File: src/rtl/core/frtg_pkg.sv
// Package for the frame rate tier governor.
// Holds the tier type, the register indexes and the rate thresholds.
// No dependencies.
package frtg_pkg;

  // Quality tiers, highest first.
  typedef enum logic [1:0] {
    TIER_HIGH   = 2'd0,
    TIER_MID    = 2'd1,
    TIER_LOW    = 2'd2,
    TIER_BOTTOM = 2'd3
  } tier_t;

  // Configuration register indexes.
  localparam int unsigned CFG_IDX_W = 2;
  typedef enum logic [CFG_IDX_W-1:0] {
    CFG_START_TIER     = 2'd0,
    CFG_MONITOR_ENABLE = 2'd1
  } cfg_idx_t;

  // Tick bookkeeping.
  localparam int unsigned GRACE_W     = 3;
  localparam int unsigned GRACE_SAT   = 4;
  localparam int unsigned GRACE_LAST  = 3;
  localparam int unsigned SAMPLES_MAX = 2;

  // Rates in frames per second, WORST_MS_MAX in ms, the rest counts.
  localparam int unsigned HIGH_AVG      = 65;
  localparam int unsigned SAVER_AVG_LO  = 28;
  localparam int unsigned SAVER_AVG_HI  = 34;
  localparam int unsigned SAVER_FPS_HI  = 33;
  localparam int unsigned WORST_MS_MAX  = 45;
  localparam int unsigned RETURN_FPS    = 45;
  localparam int unsigned BASE_DEFAULT  = 60;
  localparam int unsigned BASE_SAVER    = 30;
  localparam int unsigned FLOOR_SAVER   = 22;
  localparam int unsigned FLOOR_NORMAL  = 40;
  localparam int unsigned DROP_LIMIT    = 3;
  localparam int unsigned DROP_RECOVER  = 2;
  localparam int unsigned SAVER_CONFIRM = 2;
  localparam int unsigned SAVER_SAT     = 255;

endpackage

File: src/rtl/core/frame_rate_tier_governor.sv
// Frame rate tier governor, top level.
// Depends on frtg_pkg.
//
// Usage: each input beat on the in_ channel is one one-second tick carrying
// the measured frame rate and the worst frame interval of that second. Every
// tick produces exactly one result beat on the out_ channel with the tier,
// a downgrade flag, the baseline rate and whether the governor still reacts.
// A beat moves when valid is high and stall is low.
// The tick is captured in an input register; the governor state and result
// register update from it when the latter is free. Throughput is one tick
// per cycle when not stalled; a single short pass of counters and compares
// lets back-to-back ticks see each other's state. When the receiver stalls,
// the result register holds its beat and the input register still takes one
// more tick; in_stall rises once both are full. The cfg_ channel is always
// ready. Writing start_tier also loads the tier at once; the user must write
// registers only while no tick is in flight; the block does not enforce it.
// Synchronous reset (rst_n low) empties both registers, sets the tier to
// HIGH, enables monitoring and puts the baseline at 60 frames per second.
module frame_rate_tier_governor
  import frtg_pkg::*;
#(
  parameter int unsigned RATE_BITS = 10
) (
  input  logic                 clk,
  input  logic                 rst_n,
  // Tick channel
  input  logic                 in_valid,
  output logic                 in_stall,
  input  logic [RATE_BITS-1:0] in_frame_rate,
  input  logic [9:0]           in_worst_frame_ms,
  // Result channel
  output logic                 out_valid,
  input  logic                 out_stall,
  output logic [1:0]           out_tier_now,
  output logic                 out_downgraded,
  output logic [RATE_BITS-1:0] out_baseline_rate,
  output logic                 out_still_active,
  // Configuration write channel
  input  logic                 cfg_valid,
  output logic                 cfg_ready,
  input  logic [CFG_IDX_W-1:0] cfg_index,
  input  logic [1:0]           cfg_data
);

  localparam int unsigned RW = RATE_BITS;
  localparam int unsigned SW = RATE_BITS + 1;

  // Configuration and governor state.
  logic               mon_en_r;
  tier_t              tier_r, tier_nxt;
  logic [GRACE_W-1:0] grace_r, grace_nxt;
  logic [SW-1:0]      sum_r, sum_nxt;
  logic [1:0]         cnt_r, cnt_nxt;
  logic               locked_r, locked_nxt;
  logic [RW-1:0]      base_r, base_nxt;
  logic [7:0]         saver_r, saver_nxt;
  logic [1:0]         drop_r, drop_nxt;

  // Pipeline registers.
  logic               s1_valid_r;
  logic [RW-1:0]      s1_fps_r;
  logic [9:0]         s1_ms_r;
  logic               out_valid_r;
  tier_t              out_tier_r;
  logic               out_down_r;
  logic [RW-1:0]      out_base_r;
  logic               out_active_r;

  // Working values of the tick update.
  logic               out_free;
  logic               advance;
  logic               active;
  logic               down;
  logic [RW-1:0]      avg;
  logic [SW:0]        sum_rnd;
  logic [SW:0]        thr_high, thr_lo, thr_hi;
  logic [2:0]         drop_w;
  logic [RW-1:0]      floor_rate;
  logic               cfg_write;

  // Handshake: the result register frees up when empty or taken.
  assign out_free  = !out_valid_r || !out_stall;
  assign advance   = s1_valid_r && out_free;
  assign in_stall  = s1_valid_r && !out_free;
  assign cfg_ready = 1'b1;
  assign cfg_write = cfg_valid && cfg_ready;

  assign active = mon_en_r && (tier_r == TIER_HIGH || tier_r == TIER_MID);

  // Average of one or two samples, rounded half up.
  assign sum_rnd  = {1'b0, sum_r} + (SW+1)'(1);
  assign avg      = (cnt_r == 2'd1) ? sum_r[RW-1:0] : sum_rnd[RW:1];
  assign thr_high = (cnt_r == 2'd1) ? (SW+1)'(HIGH_AVG)     : (SW+1)'(2 * HIGH_AVG);
  assign thr_lo   = (cnt_r == 2'd1) ? (SW+1)'(SAVER_AVG_LO) : (SW+1)'(2 * SAVER_AVG_LO);
  assign thr_hi   = (cnt_r == 2'd1) ? (SW+1)'(SAVER_AVG_HI) : (SW+1)'(2 * SAVER_AVG_HI);

  // Single-pass tick update of the governor state.
  always_comb begin
    grace_nxt  = grace_r;
    sum_nxt    = sum_r;
    cnt_nxt    = cnt_r;
    locked_nxt = locked_r;
    base_nxt   = base_r;
    saver_nxt  = saver_r;
    drop_w     = {1'b0, drop_r};
    tier_nxt   = tier_r;
    down       = 1'b0;
    floor_rate = RW'(FLOOR_NORMAL);
    if (advance && active) begin
      if (grace_r < GRACE_W'(GRACE_SAT)) begin
        grace_nxt = grace_r + GRACE_W'(1);
      end
      if (grace_nxt <= GRACE_W'(GRACE_LAST)) begin
        // Grace ticks: collect samples from ticks two and three.
        if (grace_nxt > GRACE_W'(1) && s1_fps_r != '0 && cnt_r < 2'(SAMPLES_MAX)) begin
          sum_nxt = sum_r + SW'(s1_fps_r);
          cnt_nxt = cnt_r + 2'd1;
        end
      end else begin
        // Lock the baseline once from the sample average.
        if (cnt_r != 2'd0 && !locked_r) begin
          if ({1'b0, sum_r} > thr_high) begin
            base_nxt = avg;
          end else if ({1'b0, sum_r} >= thr_lo && {1'b0, sum_r} <= thr_hi &&
                       s1_ms_r < 10'(WORST_MS_MAX)) begin
            base_nxt = RW'(BASE_SAVER);
          end else begin
            base_nxt = RW'(BASE_DEFAULT);
          end
          locked_nxt = 1'b1;
        end

        // Battery-saver detection and return.
        if (base_nxt >= RW'(BASE_DEFAULT) && s1_fps_r >= RW'(SAVER_AVG_LO) &&
            s1_fps_r <= RW'(SAVER_FPS_HI) && s1_ms_r < 10'(WORST_MS_MAX)) begin
          if (saver_r < 8'(SAVER_SAT)) begin
            saver_nxt = saver_r + 8'd1;
          end
          if (saver_nxt >= 8'(SAVER_CONFIRM)) begin
            base_nxt = RW'(BASE_SAVER);
            drop_w   = 3'd0;
          end
        end else if (base_nxt == RW'(BASE_SAVER) && s1_fps_r >= RW'(RETURN_FPS)) begin
          base_nxt  = (s1_fps_r > RW'(HIGH_AVG)) ? s1_fps_r : RW'(BASE_DEFAULT);
          drop_w    = 3'd0;
          saver_nxt = 8'd0;
        end else if (base_nxt >= RW'(BASE_DEFAULT)) begin
          if (saver_r != 8'd0) begin
            saver_nxt = saver_r - 8'd1;
          end
        end

        // Drop counter against the rate floor.
        floor_rate = (base_nxt == RW'(BASE_SAVER)) ? RW'(FLOOR_SAVER) : RW'(FLOOR_NORMAL);
        if (s1_fps_r < floor_rate) begin
          drop_w = drop_w + 3'd1;
        end else begin
          drop_w = (drop_w > 3'(DROP_RECOVER)) ? drop_w - 3'(DROP_RECOVER) : 3'd0;
        end
        if (drop_w >= 3'(DROP_LIMIT)) begin
          tier_nxt = (tier_r == TIER_HIGH) ? TIER_MID : TIER_LOW;
          down     = 1'b1;
          drop_w   = 3'd0;
        end
      end
    end
    drop_nxt = drop_w[1:0];
  end

  // Governor state and configuration registers.
  always_ff @(posedge clk) begin
    if (!rst_n) begin
      mon_en_r <= 1'b1;
      tier_r   <= TIER_HIGH;
      grace_r  <= '0;
      sum_r    <= '0;
      cnt_r    <= '0;
      locked_r <= 1'b0;
      base_r   <= RW'(BASE_DEFAULT);
      saver_r  <= '0;
      drop_r   <= '0;
    end else begin
      grace_r  <= grace_nxt;
      sum_r    <= sum_nxt;
      cnt_r    <= cnt_nxt;
      locked_r <= locked_nxt;
      base_r   <= base_nxt;
      saver_r  <= saver_nxt;
      drop_r   <= drop_nxt;
      // A start tier write loads the tier directly.
      if (cfg_write && cfg_index == CFG_START_TIER) begin
        tier_r <= tier_t'(cfg_data);
      end else begin
        tier_r <= tier_nxt;
      end
      if (cfg_write && cfg_index == CFG_MONITOR_ENABLE) begin
        mon_en_r <= cfg_data[0];
      end
    end
  end

  // Input register valid bit.
  always_ff @(posedge clk) begin
    if (!rst_n) begin
      s1_valid_r <= 1'b0;
    end else if (!in_stall) begin
      s1_valid_r <= in_valid;
    end
  end

  // Input register payload.
  always_ff @(posedge clk) begin
    if (in_valid && !in_stall) begin
      s1_fps_r <= in_frame_rate;
      s1_ms_r  <= in_worst_frame_ms;
    end
  end

  // Result register valid bit.
  always_ff @(posedge clk) begin
    if (!rst_n) begin
      out_valid_r <= 1'b0;
    end else if (out_free) begin
      out_valid_r <= s1_valid_r;
    end
  end

  // Result register payload.
  always_ff @(posedge clk) begin
    if (advance) begin
      out_tier_r   <= tier_nxt;
      out_down_r   <= down;
      out_base_r   <= base_nxt;
      out_active_r <= mon_en_r && (tier_nxt == TIER_HIGH || tier_nxt == TIER_MID);
    end
  end

  assign out_valid         = out_valid_r;
  assign out_tier_now      = out_tier_r;
  assign out_downgraded    = out_down_r;
  assign out_baseline_rate = out_base_r;
  assign out_still_active  = out_active_r;

endmodule

File: config.mk
export PLATFORM = sky130hd
export DESIGN_NAME = frame_rate_tier_governor
export DESIGN_NICKNAME = d
export VERILOG_FILES = /design/src/rtl/core/frtg_pkg.sv /design/src/rtl/core/frame_rate_tier_governor.sv
export SDC_FILE = /design/constraint.sdc
export NUM_CORES = 1
export LEC_CHECK = 0
export ABC_CLOCK_PERIOD_IN_PS = 4800
export BUFFER_PORTS_ARGS = -buffer_cell sky130_fd_sc_hd__clkbuf_2
export CAP_MARGIN = 10
export CORE_ASPECT_RATIO = 0.8
export CORE_MARGIN = 3
export CORE_UTILIZATION = 55
export CTS_CLUSTER_DIAMETER = 50
export DETAILED_ROUTE_END_ITERATION = 6
export MAX_ROUTING_LAYER = met4
export PLACE_DENSITY = 0.74
export SLEW_MARGIN = 30
export SYNTH_ARGS = -nofsm -noshare
export SYNTH_HDL_FRONTEND = slang
export SYNTH_SLANG_ARGS = --single-unit
File: constraint.sdc
create_clock -name clk -period 4.8 [get_ports clk]
set_input_delay 0.24 -clock clk [delete_from_list [all_inputs] [get_ports clk]]
set_output_delay 0.24 -clock clk [all_outputs]
set_load 0.01 [all_outputs]
# After elaboration in Yosys (flattened, before gate mapping)
# Cells that the tools add are included.
# totals
regBits,76
input_bits,29
out_inout_bits,17
wordCells,133
# op_classes
n_addsub,8
order_cmp,18
n_eq_ne,6
muxes,44
n_bitwise,2
n_reduce_logical,38
# ops
operator,count
10-bit 2-to-1 mux,13
8-bit 2-to-1 mux,9
3-bit 2-to-1 mux,9
10-bit by 5-bit == test with 1-bit output (second input constant),2
10-bit by 6-bit >= comparator with 1-bit output (second input constant),2
6-bit 2-to-1 mux,3
1-bit logical AND,17
2-bit 2-to-1 mux,8
11-bit by 1-bit adder with 11-bit output (second input constant),1
11-bit by 10-bit adder with 11-bit output,1
11-bit by 6-bit >= comparator with 1-bit output,1
11-bit by 8-bit > comparator with 1-bit output,1
11-bit by 7-bit less-or-equal comparator with 1-bit output,1
10-bit by 5-bit >= comparator with 1-bit output (second input constant),1
10-bit by 7-bit > comparator with 1-bit output (second input constant),1
10-bit by 6-bit less-or-equal comparator with 1-bit output (second input constant),1
10-bit by 6-bit less-than comparator with 1-bit output,1
10-bit by 6-bit less-than comparator with 1-bit output (second input constant),1
10-bit nonzero test,1
8-bit by 1-bit adder with 8-bit output (second input constant),1
2-bit by 1-bit == test with 1-bit output (second input constant),4
8-bit by 2-bit >= comparator with 1-bit output (second input constant),1
8-bit less-than comparator (second input constant),1
8-bit nonzero test,1
other kinds (22),34

# Longest topological paths before layout
# Gate-level depths: netlist (run 1).
# depth
ltp_word,35
mapped_depth,27
ltp_nobuf,25

# Worst setup path after synthesis (run 1)
# OpenSTA, ideal clock, no wires.
# synth_timing
kind,register to register
from,reg cnt_r[1]
to,reg drop_r[0]
setup_time_ns,0.091
arrival_ns,4.444
required_ns,4.709
path_slack_ns,0.265
path_stages_with_launch,28
path_buffers,2
period_less_slack_ns,4.535
cell_sequence,dfxtp_1 inv_1 ha_1 buf_6 inv_1 ha_1 nand2b_1 and3_1 a211oi_1 o221ai_2 o211a_1 buf_6 nand4_1 o22ai_1 a211oi_1 nand2_1 inv_1 ha_1 a21oi_1 nor2b_1 o21ai_0 nand2_1 nor2_1 nand4_1 nor3_1 nor2_1 or3_1 a311oi_1
# synth_via
elab_chain_len,25
word_cells_on_any_way,44
classes_between,add/sub: 2; order compare: 7; eq/ne: 3; mux: 24; reduce/logical: 8
# synth_lines
element,line,source
start: declaration,frame_rate_tier_governor.sv:53,"logic [1:0] cnt_r, cnt_nxt;"
start signal: assignment,frame_rate_tier_governor.sv:185,cnt_r <= cnt_nxt;
2-bit by 1-bit == test with 1-bit output,-,
6-bit 2-to-1 mux / 7-bit 2-to-1 mux (equally long branches),"frame_rate_tier_governor.sv:94, frame_rate_tier_governor.sv:95",
11-bit by 6-bit >= comparator with 1-bit output / 11-bit by 7-bit less-or-equal comparator with 1-bit output (equally long branches),frame_rate_tier_governor.sv:124,"end else if ({1'b0, sum_r} >= thr_lo && {1'b0, sum_r} <= thr_hi &&"
1-bit logical AND (2 in series),frame_rate_tier_governor.sv:124,
6-bit 2-to-1 mux,frame_rate_tier_governor.sv:124,
10-bit 2-to-1 mux,frame_rate_tier_governor.sv:122,"if ({1'b0, sum_r} > thr_high) begin"
10-bit 2-to-1 mux (*),frame_rate_tier_governor.sv:121,if (cnt_r != 2'd0 && !locked_r) begin
10-bit 2-to-1 mux (*),frame_rate_tier_governor.sv:113,if (grace_nxt <= GRACE_W'(GRACE_LAST)) begin
[8 not listed],-,
10-bit by 5-bit == test with 1-bit output,frame_rate_tier_governor.sv:154,floor_rate = (base_nxt == RW'(BASE_SAVER)) ? RW'(FLOOR_SAVER) : RW'(FLOOR_NORMAL);
6-bit 2-to-1 mux,frame_rate_tier_governor.sv:154,
10-bit by 6-bit less-than comparator with 1-bit output,frame_rate_tier_governor.sv:155,if (s1_fps_r < floor_rate) begin
3-bit 2-to-1 mux (*),frame_rate_tier_governor.sv:155,
3-bit 2-to-1 mux (*),frame_rate_tier_governor.sv:113,
3-bit 2-to-1 mux (*),frame_rate_tier_governor.sv:109,if (advance && active) begin
3-bit by 2-bit >= comparator with 1-bit output,frame_rate_tier_governor.sv:160,if (drop_w >= 3'(DROP_LIMIT)) begin
2-bit 2-to-1 mux (*),frame_rate_tier_governor.sv:160,
end signal: assignment,frame_rate_tier_governor.sv:189,drop_r <= drop_nxt;
end: declaration,frame_rate_tier_governor.sv:57,"logic [1:0] drop_r, drop_nxt;"
# Every way passes the cells marked *; elsewhere a longest branch is shown, timed or not. The select of a mux whose other input is x is not followed.
# A chain may end at the register's enable or synchronous reset.

# Worst setup path after layout (run 1)
# Same ends and word-level chain as after synthesis.

==> metrics.md, run 1 <==
| Metric | Value |
|---|---|
| Status | `completed` |
| Routed vias | `between 4k and 5k` |
| Routed WL per cell | `18.6 um` |
| Synthesized flop and latch total | `76` |
| # IOs | `46` |
| Crit path DAT | `~4.8 ns` |
| # H-tree levels | `3` |
| GR Util All Layers | `between 20% and 30%` |
| Hpwl dp | `10.8 mm` |
| Remaining global-route overflow | `0` |
| Final Hold Viols | `0` |
| Largest net degree at the start of global routing | `32` |
| First-pass GRT wire length | `24.0 mm` |
| Post-Synth XOR/XNOR Area | `~2.0%` |
| Fin crit period | `4.59 ns` |
| EDFF count, synth | `34` |
| Share of post-route cells with drive strength above 1 | `around 23%` |
| Core Area | `slightly above 0.009 mm2` |
| Hold-fix buffers at CTS | `0` |
| Hold depth | `1` |
| Mux cell area share after synthesis | `2.51%` |
| DR DRC count | `0` |
| Clock Path Buffers | `2` |
| Most frequent cell after synthesis | `nor2_1` |
| Total CTS buffers | `9` |
| Worst setup EP type | `flop` |
| Synthesis-to-layout area growth | `18.8%` |
| Crit start category | `flop` |
| Count of mapped cells out of synthesis | `602` |
| Initial antenna violation count | `0` |
| Reg2Reg Depth | `24` |
| Routed met3 length | `1.18 mm` |
| DRT met1 WL | `6.71 mm` |
| Slowest cell on crit path | `dfxtp_2` |
| Clock-pin transition on the worst setup and hold timing paths | `roughly 0.060 ns` |
| Synth async-reset ratio | `0%` |
| Cell area power density | `roughly 260 mW/mm2` |
| Post-Synth Simple-Gate Area | `~25%` |
| Max-Cap Viols | `0` |
| Synth warnings | `0` |
| Final period utilization | `95.7%` |
| Worst slew pin tran | `0.744 ns` |
| CTS tree | `yes` |
| Cell Chain, Critical Path | `inv_2 -> ha_4 -> buf_12 -> nor4bb_1 -> o2111ai_2 -> buf_4 -> inv_1 -> nor2_1 -> a41oi_2 -> o21bai_1 -> a211oi_1 -> nand2_1 -> buf_4 -> ha_1 -> a21oi_1 -> nor2b_1 -> o21ai_1 -> nand2_1 -> nor2_1 -> nand4_1 -> nor3_2 -> nor2_2 -> or3_1 -> a311oi_1` |
| Drt total wl | `14.6 mm` |
| Nets | `722` |
| Met2 routed WL | `6.45 mm` |
| First drt pass iteration count | `7` |
| Sequential share of the synthesized area | `a little over a third` |
| Synth Area in Compound Gates | `22.5%` |
| Die Width | `around 120 um` |
| Vias per cell | `6.28` |
| Max rail drop VDD | `232 uV` |
| Clock skew | `0.00979 ns` |
| Dominant cell type by area after synthesis | `edfxtp_1` |
| Area contributors post-synth | `edfxtp_1, dfxtp_1, ha_1` |
| Setup violators final | `0` |
| Post-route cell area | `a little over 0.006 mm2` |
| Die footprint | `0.0107 mm2` |
| Largest family of logic cells by synthesized area | `simple AND/OR/NAND/NOR gates` |
| Die Height | `93.3 um` |
| Synth Net Count | `660` |
| Post-route ant nets | `0` |
| Synth Cell Area | `0.00524 mm2` |
| Library cells used by synthesis | `81` |
| Post-synth top area share | `roughly a fifth` |
| Clock latency on the worst-skew pair | `0.35 ns` |
| Post-Syn Area per Cell | `just under 9 um2` |
| Top Metal Used | `met4` |
| Clock root cell | `clkbuf_16` |
| Leakage Power | `approximately 0.0024 uW` |
| Crit-path max cell delay | `0.33 ns` |
| F_max | `roughly 220 MHz` |
| Synth cell count leaders | `nor2_1, nand2_1, dfxtp_1, a21oi_1, o21ai_0` |
| Setup CP Type | `reg2reg` |
| Slew Limit Fails | `0` |
| Antenna diode count | `0` |
| Adder-Cell Fraction of Synth Area | `7.06%` |
| # port buffers | `44` |
| Number of global-route vias before repair | `4,704` |
| Initial core utilization | `57.3%` |
| Max_slew headroom | `50.3%` |
| Power, Total | `around 1600 uW` |
| DP Area | `0.00567 mm2` |
| Number of core rows | `31` |
| Synth Flop Type | `dfxtp_1` |
| DRT iter0 DRCs | `416` |
| CTS Sinks | `76` |
| CP max FO | `15` |
| Hold/Removal Path Class | `in2reg` |
| Worst endpoint required time | `5.05 ns` |
| RD Place Congestion | `0.971` |
## cells by family (layout without fill, tap and decap cells)
logic type / after synthesis / after routing
buf+inv: 56 / 123
xor+xnor: 12 / 12
flops: 76 / 76
compound gates: 169 / 169
simple gates: 246 / 246
fa+ha+maj: 29 / 29
mux: 13 / 13
other cells: 1 / 1
## final timing paths
kind | start | endpoint | slack (ns)
worst min register to register | s1_valid_r$_SDFFE_PN0N_ | out_valid$_SDFFE_PN0N_ | 0.48
worst max register to register | cnt_r[1]$_SDFFE_PN0P_ | drop_r[0]$_SDFFE_PN0P_ | 0.21
worst max-delay path | cnt_r[1]$_SDFFE_PN0P_ | drop_r[0]$_SDFFE_PN0P_ | 0.21
worst min-delay path | in_frame_rate[6] | s1_fps_r[6]$_DFFE_PP_ | 0.07
## what timing repair did
item	4_1_cts	5_1_grt
cloned	0	1
buffers inserted	0	8
resized for setup	2	32
pin swaps	0	20
endpoints found under the setup margin	2	8
## sequential cells by signal, summed over array words and instances (netlist names), 3 cells and up
signal,flops
base_r,10
grace_r,3
out_baseline_rate,10
s1_fps_r,10
s1_ms_r,10
saver_r,8
sum_r,11
## metal layers
| metal | vias to the layer above | GRT usage [%] |
|---|---|---|
| met5 | - | - |
| met4 | 0 | 9.19 |
| met3 | 29 | 6.86 |
| met2 | 197 | 42.8 |
| met1 | 2311 | 40.2 |
| li1 | 2386 | - |
## worst max-delay path, delay by kind of cell (launching register included)
kind | cells | cell delay (ns)
simple gates | 10 | 1.65
compound gates | 7 | 1.48
buf+inv | 5 | 0.68
fa+ha+maj | 2 | 0.35
flops | 1 | 0.33
## cell usage in the layout (no fill, tap or decap), drive strengths merged, types with 6 or more instances in the layout
cell     count
and2        11
edfxtp      34
and3        11
inv         28
dfxtp       42
nor4         8
o21a         8
a21oi       35
xnor2        8
nor3        14
buf         38
nand4        9
o21ai       38
nand2b      14
mux2i       12
clkbuf      54
a21o         7
o2111ai      6
nor2        66
ha          28
o211ai       9
or2          8
nand3       22
a211oi       9
nor2b       11
nand2       43
## final cells by class
cell class,count,area [um2]
Tap cell,115,144
Multi-Input combinational cell,470,3250
Timing Repair Buffer,83,547
Clock inverter,7,105
Inverter,24,90.1
Fill cell,739,2930
Sequential cell,76,1870
Clock buffer,9,225
## stage by stage
stage	hold WS, ns	util, %	setup TNS (ns)	instances	worst slack, ns
finish	0.0706	68.0	0	784	0.207
global route	0.0584	68.0	-0.0516	784	-0.0252
CTS	0.0608	65.6	0	775	0.0497
detailed placement	0.419	61.9	-0.0337	759	-0.0337
global placement	0.417	61.9	0	759	0.204
floorplan	0.313	-	0	602	0.265
## power by group
group          internal (uW)  total [uW]  leakage, uW  switching (uW)
logic                   65.9         152      0.00158            85.7
clock network            464         754     0.000159             290
registers                697         718     0.000658            21.6
total                   1230        1620      0.00240             397
(Power assumes the default switching activity.)
==> inputs of run 2 (changes only) <==
- ABC_AREA: default -> 1
- PLACE_DENSITY: 0.74 -> 0.75
==> metrics.md, run 2 <==
| Metric | Value |
|---|---|
| Status | `finished, violations left` |
| Failing checks | `design-rule violations` |
| Fill cells | `711` |
| Crit-path max cell delay | `0.34 ns` |
| Post-Syn Area per Cell | `7.45 um2` |
| Worst setup EP type | `flop` |
| CTS Sinks | `76` |
| EDFF count, synth | `34` |
| Worst R2R End | `out_tier_now[0]$_DFFE_PP_` |
| Final Hold Viols | `0` |
| Hold EP | `s1_fps_r[3]$_DFFE_PP_` |
| CP max FO | `5` |
| CTS tree | `yes` |
| Nets | `803` |
| Remaining global-route overflow | `0` |
| First-pass GRT wire length | `21.8 mm` |
| Synth Flop Type | `dfxtp_1` |
| Most common cell after layout, fill and taps aside | `nand2_1` |
| Fin crit period | `4.75 ns` |
| Antenna diode count | `0` |
| Cell area power density | `260 mW/mm2` |
| Synth async-reset ratio | `0%` |
| Max-Cap Viols | `0` |
| DR DRC count | `9` |
| Share of post-route cells with drive strength above 1 | `24.7%` |
| Unrepaired setup endpoints after global routing | `yes` |
| Largest Register | `sum_r` |
| Crit start category | `flop` |
| F_max | `210 MHz` |
| Reg2Reg Depth | `34` |
| # port buffers | `44` |
| Drt total wl | `between 10 and 15 mm` |
| Die Width | `113 um` |
| Number of core rows | `30` |
| Synth Net Count | `between 700 and 800` |
| Leakage Power | `0.00277 uW` |
| Slowest cell on crit path | `dfxtp_2` |
| Place WS | `-0.113 ns` |
| Worst endpoint required time | `4.92 ns` |
| Core Area | `0.00871 mm2` |
| Post-synth top area share | `20.1%` |
| Crit-path most repeated cell | `nand2_4` |
| Final period utilization | `99.0%` |
| Worst slew pin tran | `between 0.7 and 0.8 ns` |
| Setup CP Type | `reg2reg` |
| Sequential share of the synthesized area | `a little under two fifths` |
| Hold-fix buffers at CTS | `0` |
| Clock skew | `about 0.012 ns` |
| Setup violators final | `0` |
| Post-route worst setup slack | `0.0479 ns` |
| Max_slew headroom | `49.0%` |
| Count of mapped cells out of synthesis | `between 600 and 700` |
| Hold Path Origin | `in_frame_rate[3]` |
| Routed WL per cell | `16.1 um` |
| Slew Limit Fails | `0` |
| Synth cell count leaders | `nand2_1, inv_1, nor2_1, nand3_1, a21oi_1` |
| Max reg flops | `11` |
| Initial core utilization | `58.2%` |
| Clock root cell | `clkbuf_16` |
| FF-to-FF Start | `cnt_r[1]$_SDFFE_PN0P_` |
| Die Height | `between 90 and 100 um` |
| Initial antenna violation count | `0` |
| Max rail drop VDD | `296 uV` |
| Total CTS buffers | `9` |
| Post-route ant nets | `0` |
| Library cells used by synthesis | `50` |
| GR Util All Layers | `26.8%` |
| Number of global-route vias before repair | `roughly 4.6k` |
| Hold depth | `1` |
| Area contributors post-synth | `edfxtp_1, dfxtp_1, nand2_1` |
| Most frequent cell after synthesis | `nand2_1` |
| # IOs | `46` |
| Dominant cell type by area after synthesis | `edfxtp_1` |
| Synth warnings | `0` |
| Largest net degree at the start of global routing | `27` |
| Hpwl dp | `9.70 mm` |
| Vias per cell | `between 5 and 6` |
| Synthesis-to-layout area growth | `20.0%` |
| # H-tree levels | `3` |
| Power, Total | `1580 uW` |
| Clock-pin transition on the worst setup and hold timing paths | `0.07 ns` |
| DRT iter0 DRCs | `478` |
| Die footprint | `0.0104 mm2` |
| Flop2flop setup slack | `0.05 ns` |
| First drt pass iteration count | `7` |
| Clock Path Buffers | `2` |
| RD Place Congestion | `0.973` |
| Crit path DAT | `4.87 ns` |
| Synth Cell Area | `0.00507 mm2` |
| Clock latency on the worst-skew pair | `about 0.35 ns` |
| Routed vias | `4,929` |
| Commonest cells after routing, fill and taps aside | `nand2_1, inv_1, nor2_1` |
| Hold/Removal Path Class | `in2reg` |
| Synthesized flop and latch total | `76` |
## run 2: changes by cell type after synthesis, sizes merged, moves of 12 or more
cell	delta
nand2	+115
inv	+74
nand3	+32
nand2b	-14
nor2	+13
mux2i	-12
## run 2: logic make-up after synthesis
group / Yosys count / share of synthesized area, %
AOI/OAI and AO/OA: 116 / 13.5
xor gates and xnor gates: 15 / 2.59
adders and majority gates: 29 / 7.30
buffers and inverters: 114 / 8.96
DFF: 76 / 36.7
other: 1 / 0.0739
and+or+nand+nor: 330 / 30.8
## run 2: final cells by class
| class | instances | area [um2] | share of cell area, % |
|---|---|---|---|
| Multi-Input combinational cell | 493 | 3010 | 49.4 |
| Sequential cell | 76 | 1870 | 30.7 |
| Timing Repair Buffer | 66 | 397 | 6.52 |
| Inverter | 99 | 382 | 6.27 |
| Clock buffer | 9 | 225 | 3.70 |
| Tap cell | 112 | 140 | 2.30 |
| Clock inverter | 7 | 65.1 | 1.07 |
## run 2: metrics by stage
stage	hold slack [ns]	TNS (ns)	utilization, %	cell area [um2]	std cells
after floorplan	0.339	0	-	5070	681
after global placement	0.417	0	62.4	5430	833
after detailed placement	0.419	-0.215	62.4	5430	833
after CTS	0.0627	0	66.1	5760	850
after global routing	0.0514	-0.641	69.9	6080	862
final	0.0715	0	69.9	6080	862
## run 2: critical path, delay by kind of cell (launching register included)
| kind | cells | cell delay (ns) |
|---|---|---|
| AND/OR/NAND/NOR | 22 | 2.41 |
| adder cells (fa/ha/maj) | 3 | 0.68 |
| buffers and inverters | 7 | 0.63 |
| AO/OA/AOI/OAI | 2 | 0.47 |
| flip-flops | 1 | 0.34 |
## run 2: what timing repair did
| action | CTS | global route |
|---|---|---|
| setup buffers | 1 | 10 |
| setup endpoints to repair | 7 | 8 |
| gates resized for setup | 7 | 64 |
| cloned | 0 | 2 |
| pin swaps | 4 | 27 |
## run 2: report_power, final
| group | total (uW) | switching (uW) | internal [uW] | leakage (uW) |
|---|---|---|---|---|
| clock network | 681 | 316 | 364 | 0.000141 |
| registers | 718 | 20.3 | 698 | 0.000657 |
| logic | 181 | 115 | 66.0 | 0.00197 |
| total | 1580 | 451 | 1130 | 0.00277 |
## run 2: metal layers
layer | part of all wire (%) | global-route usage (%) | wire length (um) | vias up
li1 | - | - | - | 2378
met5 | 0 | - | 0 | -
met4 | 3.4 | 8.51 | 478 | 0
met3 | 8.4 | 6.20 | 1170 | 44
met2 | 45 | 40.5 | 6250 | 246
met1 | 43 | 35.7 | 5980 | 2261
## run 2: how the worst max path moves through the flow
stage / startpoint / to / slack [ns] / depth (start not counted)
2_1_floorplan: cnt_r[1]$_SDFFE_PN0P_ / out_tier_now[0]$_DFFE_PP_ / 0.09 / 38
3_3_place_gp: cnt_r[1]$_SDFFE_PN0P_ / out_tier_now[0]$_DFFE_PP_ / 0.16 / 35
3_5_place_dp: cnt_r[1]$_SDFFE_PN0P_ / out_tier_now[0]$_DFFE_PP_ / -0.11 / 32
4_1_cts: cnt_r[1]$_SDFFE_PN0P_ / out_tier_now[0]$_DFFE_PP_ / 0.04 / 35
5_1_grt: cnt_r[1]$_SDFFE_PN0P_ / out_tier_now[0]$_DFFE_PP_ / -0.17 / 35
6_report: cnt_r[1]$_SDFFE_PN0P_ / out_tier_now[0]$_DFFE_PP_ / 0.05 / 34
